--- src/hdl/sttk_pkg.sv ---
package sttk_pkg;

   localparam int TABLE_DEPTH = 16;
   localparam int LABEL_BYTES = 8;

   localparam int KEY_W   = 31;
   localparam int WAVE_W  = 16;
   localparam int MAP_W   = 8;
   localparam int STAMP_W = 32;
   localparam int LABEL_W = 64;
   localparam int READ_W  = 4;
   localparam int PLACE_W = 4;
   localparam int FILL_W  = 5;

   localparam int IDX_W = $clog2(TABLE_DEPTH);
   localparam int CNT_W = $clog2(TABLE_DEPTH + 1);
   localparam int SEL_W = (IDX_W > READ_W) ? IDX_W : READ_W;

   localparam int QUEUE_DEPTH = 2;
   localparam int Q_IDX_W     = $clog2(QUEUE_DEPTH);
   localparam int Q_CNT_W     = $clog2(QUEUE_DEPTH + 1);

   typedef enum logic {
      OP_INSERT = 1'b0,
      OP_READ   = 1'b1
   } op_type;

   typedef struct packed {
      logic [KEY_W-1:0]   key;
      logic [WAVE_W-1:0]  wave;
      logic [MAP_W-1:0]   map;
      logic [STAMP_W-1:0] stamp;
      logic [LABEL_W-1:0] label;
   } entry_type;

   typedef struct packed {
      op_type            op;
      entry_type         rec;
      logic [READ_W-1:0] index;
   } cmd_type;

   // name stops at its first zero byte; only the low LABEL_BYTES survive
   function automatic logic [LABEL_W-1:0] clean_label(input logic [LABEL_W-1:0] raw);
      logic [LABEL_W-1:0] kept;
      logic               live;
      kept = '0;
      live = 1'b1;
      for (int b = 0; b < LABEL_W / 8; b++) begin
         live = live && (raw[8*b +: 8] != 8'd0) && (b < LABEL_BYTES);
         if (live) begin
            kept[8*b +: 8] = raw[8*b +: 8];
         end
      end
      return kept;
   endfunction

endpackage

--- src/hdl/sttk_if.sv ---
interface sttk_req_if
   import sttk_pkg::*;
   ();
   logic                valid;
   logic                ready;
   logic                operation;
   logic [KEY_W-1:0]    new_key;
   logic [WAVE_W-1:0]   new_wave;
   logic [MAP_W-1:0]    new_map;
   logic [STAMP_W-1:0]  new_stamp;
   logic [LABEL_W-1:0]  new_label;
   logic [READ_W-1:0]   read_index;

   modport source (output valid, operation, new_key, new_wave, new_map, new_stamp,
                   new_label, read_index, input ready);
   modport sink   (input valid, operation, new_key, new_wave, new_map, new_stamp,
                   new_label, read_index, output ready);
endinterface


--- src/hdl/sttk_front.sv ---
module sttk_front
   import sttk_pkg::*;
(
   input  logic        clock,
   input  logic        reset,
   sttk_req_if.sink    req_ch,
   output logic        cmd_valid,
   input  logic        cmd_ready,
   output cmd_type     cmd
);

   cmd_type              q_ff [QUEUE_DEPTH];
   logic [Q_IDX_W-1:0]   wr_ff, wr_in;
   logic [Q_IDX_W-1:0]   rd_ff, rd_in;
   logic [Q_CNT_W-1:0]   cnt_ff, cnt_in;
   logic                 push, pop;
   cmd_type              incoming;

   always_comb begin
      incoming.op          = op_type'(req_ch.operation);
      incoming.rec.key     = req_ch.new_key;
      incoming.rec.wave    = req_ch.new_wave;
      incoming.rec.map     = req_ch.new_map;
      incoming.rec.stamp   = req_ch.new_stamp;
      incoming.rec.label   = clean_label(req_ch.new_label);
      incoming.index       = req_ch.read_index;

      req_ch.ready = (cnt_ff != Q_CNT_W'(QUEUE_DEPTH));
      cmd_valid    = (cnt_ff != '0);
      cmd          = q_ff[rd_ff];
      push         = req_ch.valid && req_ch.ready;
      pop          = cmd_valid && cmd_ready;

      wr_in = wr_ff;
      rd_in = rd_ff;
      if (push) begin
         wr_in = (wr_ff == Q_IDX_W'(QUEUE_DEPTH - 1)) ? '0 : wr_ff + 1'b1;
      end
      if (pop) begin
         rd_in = (rd_ff == Q_IDX_W'(QUEUE_DEPTH - 1)) ? '0 : rd_ff + 1'b1;
      end
      cnt_in = cnt_ff + Q_CNT_W'(push) - Q_CNT_W'(pop);
   end

   always_ff @(posedge clock) begin
      if (reset) begin
         wr_ff  <= '0;
         rd_ff  <= '0;
         cnt_ff <= '0;
      end else begin
         wr_ff  <= wr_in;
         rd_ff  <= rd_in;
         cnt_ff <= cnt_in;
      end
   end

   always_ff @(posedge clock) begin
      if (push) begin
         q_ff[wr_ff] <= incoming;
      end
   end

endmodule

--- src/flat_wrapper.sv ---
// flat-port wrapper written by rule: the top's interface ports become plain ports
module sttk_front_flat import sttk_pkg::*;
  (clock, reset, cmd_valid, cmd_ready, cmd, req_ch_valid, req_ch_operation, req_ch_new_key, req_ch_new_wave, req_ch_new_map, req_ch_new_stamp, req_ch_new_label, req_ch_read_index, req_ch_ready);
  sttk_req_if req_ch_i ();
  input  logic clock;
  input  logic reset;
  output logic cmd_valid;
  input  logic cmd_ready;
  output cmd_type cmd;
  input wire logic [$bits(req_ch_i.valid)-1:0] req_ch_valid;
  input wire logic [$bits(req_ch_i.operation)-1:0] req_ch_operation;
  input wire logic [$bits(req_ch_i.new_key)-1:0] req_ch_new_key;
  input wire logic [$bits(req_ch_i.new_wave)-1:0] req_ch_new_wave;
  input wire logic [$bits(req_ch_i.new_map)-1:0] req_ch_new_map;
  input wire logic [$bits(req_ch_i.new_stamp)-1:0] req_ch_new_stamp;
  input wire logic [$bits(req_ch_i.new_label)-1:0] req_ch_new_label;
  input wire logic [$bits(req_ch_i.read_index)-1:0] req_ch_read_index;
  output wire logic [$bits(req_ch_i.ready)-1:0] req_ch_ready;
  assign req_ch_i.valid = req_ch_valid;
  assign req_ch_i.operation = req_ch_operation;
  assign req_ch_i.new_key = req_ch_new_key;
  assign req_ch_i.new_wave = req_ch_new_wave;
  assign req_ch_i.new_map = req_ch_new_map;
  assign req_ch_i.new_stamp = req_ch_new_stamp;
  assign req_ch_i.new_label = req_ch_new_label;
  assign req_ch_i.read_index = req_ch_read_index;
  assign req_ch_ready = req_ch_i.ready;
  sttk_front u_core (.clock(clock), .reset(reset), .req_ch(req_ch_i), .cmd_valid(cmd_valid), .cmd_ready(cmd_ready), .cmd(cmd));
endmodule
--- config.mk ---
export PLATFORM = sky130hd
export DESIGN_NAME = sttk_front_flat
export DESIGN_NICKNAME = d
export VERILOG_FILES = /design/src/hdl/sttk_pkg.sv /design/src/hdl/sttk_if.sv /design/src/hdl/sttk_front.sv /design/src/flat_wrapper.sv
export SDC_FILE = /design/constraint.sdc
export NUM_CORES = 1
export LEC_CHECK = 0
export BUFFER_PORTS_ARGS = -buffer_cell sky130_fd_sc_hd__buf_2
export CELL_PAD_IN_SITES_DETAIL_PLACEMENT = 0
export CELL_PAD_IN_SITES_GLOBAL_PLACEMENT = 1
export CORE_MARGIN = 2
export CORE_UTILIZATION = 46
export CTS_BUF_LIST = sky130_fd_sc_hd__clkbuf_8
export CTS_CLUSTER_SIZE = 28
export DETAILED_ROUTE_END_ITERATION = 16
export PLACE_DENSITY_LB_ADDON = 0.1
export SLEW_MARGIN = 15
export SYNTH_ARGS = -nofsm -noshare
export SYNTH_HDL_FRONTEND = slang
export SYNTH_SLANG_ARGS = --single-unit
--- constraint.sdc ---
create_clock -name clock -period 22.9 [get_ports clock]
set_input_delay 1.145 -clock clock [delete_from_list [all_inputs] [get_ports clock]]
set_output_delay 1.145 -clock clock [all_outputs]
set_load 0.02 [all_outputs]
==> impl_results.md <==
* # DRC at 0
* Post-Syn Nets at 802
* Total negative setup slack at 0 ns
* Nets at 1143
* Post-synthesis sequential area ratio at 78.1%
* Post-synthesis simple-gate area fraction at 5.40%
* Startpoint types: flop
* Number of gates resized after CTS at 0
* Ports at 318
* Pins over their slew limit at 0
* Min Tclk post-route at 4.41 ns
* Seq cells post-synth at 317
* Rel. slew slack at 25.5%
* Leakage power at 5.75 nW
* CP Capture Type: output pin
* DRT Wirelength at 26200 um
* Share of layout cells above drive strength 1 at 54.9%
* Largest family of logic cells by synthesized area: multiplexers
* Clk sinks at 317
* Die area at 27700 sq um
* Drt pass-1 iters at 4
* Worst-Skew Late Latency at 0.55 ns
* Final instance area at 15000 sq um
* Min-delay worst type: flop to flop
* Synth Area in Compound Gates at 0%
* TritonCTS clock tree: built
* RSZ-0062 raised after global routing: no
* WL/cell at 19.3 um
* Core region area at 26000 sq um
* Vias/cell at 5.02
* Die Span X at 166 um
* Pwr dens at 115 nW/um^2
* Outcome: completed
* Vias in the first global route at 7100
* H-tree depth at 2
* Worst Path Required at 21.76 ns
* Worst-path clk slew at 0.06 ns
* Power share of the clock group at 26.1%
* Antenna Violating Nets Remaining at 0
* Hold Path Depth at 2
* Period utilization at 19.3%
* Clock Skew at 0.0185 ns
* Top Layer Used: met5
* Longest Clk Path Bufs at 3
* Post-synthesis cell type count at 26
* CP Class: flop to output pin
* Largest net degree at the start of global routing at 82
* Syn Inst Count at 640
* First-pass GRT wire length at 39200 um
* Adder-cell area share of the yosys netlist at 0.206%
* Worst-path fanout max at 81
* Routed length on met3 at 2480 um
* CTS buffer count at 50
* Drt first-iter violations at 492
* Endpoints failing setup at 0
* WL met2 at 12600 um
* XOR/XNOR share of the synthesized area at 0.289%
* Worst Tran Pin Value at 1.12 ns
* Setup bufs post-CTS at 0
* MaxCap Viol Count at 0
* DP Wirelength at 17300 um
* Gr ovfl total at 0
* M1 WL at 10600 um
* Netlist Area Pre-Place at 12100 sq um
* Worst Hold Launch: u_core.rd_ff$_SDFFE_PP0P_
* Max frequency at 0.227 GHz
* R2r startpoint: u_core.cnt_ff[0]$_SDFF_PP0_
* Tot GR Track Use at 18.2%
* RD Place Congestion at 0.801
* R2R Setup Slk at 19.87 ns
* Maximum VDD drop at 0.0593 mV
* Worst Reg-to-Reg Cells at 5
* Worst path cell trace: buf_4, mux2_2, buf_2
* Int Pwr at 1.18 mW
* Max incr delay on CP at 1.01 ns
* Chip height at 166 um
* Slowest cell on crit path: dfxtp_4
* Proportion of synthesized area in mux cells at 14.5%
* Top area cells in the synthesized netlist: edfxtp_1 (77%), mux2_2 (14%), nor4_1 (1.1%)
* Top-area cell type share of the netlist area at 77.2%
* Leading area contributor after synthesis: edfxtp_1
* Starting Density at 46.7%
* Via count at 6822
* Initial antenna violation count at 8
* Row cnt at 59
* # port buffers at 317
* Crit path DAT at 3.27 ns
* Seq pwr share at 46.0%
* Syn avg cell area at 19.0 sq um
* Clk root buf: clkbuf_8
* Final Hold Fails at 0
* Switch share at 31.2%
* Hold buffers post-CTS at 0
* Logic pwr share at 27.9%
* Final Core Density at 57.7%
* Pre-CTS WS at 19.02 ns
* R2R Path End: u_core.q_ff[0][7]$_DFFE_PP_
* Yosys warnings at 0
* Switch Pwr at 537 uW
* Final worst setup slack at 18.49 ns
* Cell Area, Placed at 14000 sq um
* Area Growth Syn to Fin at 23.7%
-- cells by family after synthesis --
logic type | after synthesis
muxes | 156
buffers and inverters | 36
and+or+nand+nor | 125
xor gates and xnor gates | 4
adders and majority gates | 2
DFF | 317
-- stage by stage --
step                total power [mW]  cells  hold WS, ns
finish                          1.72   1359        0.523
global placement                1.28   1263        0.499
detailed placement              1.29   1263        0.511
global route                    1.80   1357        0.558
CTS                             1.74   1353        0.533
floorplan                       1.14    640        0.481
-- per-layer routing --
metal,vias to the layer above,global-route usage (%)
met5,-,0
met4,6,5.47
met3,42,7.08
met2,274,30.0
met1,3310,22.3
li1,3190,-
-- flip-flops by register name, indices dropped and copies added (netlist names), named ones only --
name / count
u_core.cnt_ff: 2
u_core.q_ff: 312
u_core.rd_ff: 1
u_core.wr_ff: 1
-- power by group through the flow --
stage	sequential (mW)	clock, mW	combinational [mW]
floorplan	0.792	0	0.344
global placement	0.799	0	0.479
detailed placement	0.804	0	0.485
CTS	0.792	0.463	0.487
global route	0.800	0.489	0.511
finish	0.790	0.449	0.480
-- cell type report --
class | count | area (sq um)
Clock inverter | 32 | 159
Multi-Input combinational cell | 287 | 2480
Timing Repair Buffer | 322 | 1640
Sequential cell | 317 | 9470
Tap cell | 335 | 419
Fill cell | 2097 | 11000
Inverter | 3 | 11.3
Antenna cell | 5 | 12.5
Clock buffer | 58 | 798
-- critical path, delay by kind of cell, from the launching register on --
kind	cells	cell delay, ns
DFF	1	1.01
muxes	1	0.45
buffers and inverters	2	1.11
-- cell usage after synthesis --
master    number
nand3_1       16
nor2_1        21
buf_2         20
clkbuf_1       9
nand2b_1       1
inv_1          3
clkbuf_8       1
xnor2_1        2
nand2_1       22
nor2b_1        1
nand2_2        5
and2_4         1
nand3_2        1
xor2_1         2
buf_6          2
and2_1         9
or2_2          1
nor3_2         1
nor3_1         7
nor4_1        22
edfxtp_1     312
dfxtp_1        5
ha_1           2
mux2_2       156
buf_4          1
and3_1        17
-- worst max-delay path by stage --
stage               slack [ns]                     endpoint
finish                   18.49                      cmd[24]
detailed placement       19.02                      cmd[24]
floorplan                14.51  u_core.q_ff[0][0]$_DFFE_PP_
CTS                      18.41                      cmd[24]
global placement         19.09                      cmd[24]
global route             18.25                      cmd[24]
-- placed cells by master (no fill, tap or decap), drive strengths merged, types with 17 or more instances in the layout --
| cell type | n |
|---|---|
| clkbuf | 58 |
| buf | 322 |
| nand3 | 17 |
| and3 | 17 |
| nand2 | 27 |
| nor2 | 21 |
| nor4 | 22 |
| clkinv | 22 |
| mux2 | 156 |
| edfxtp | 312 |
(Power assumes the default switching activity.)
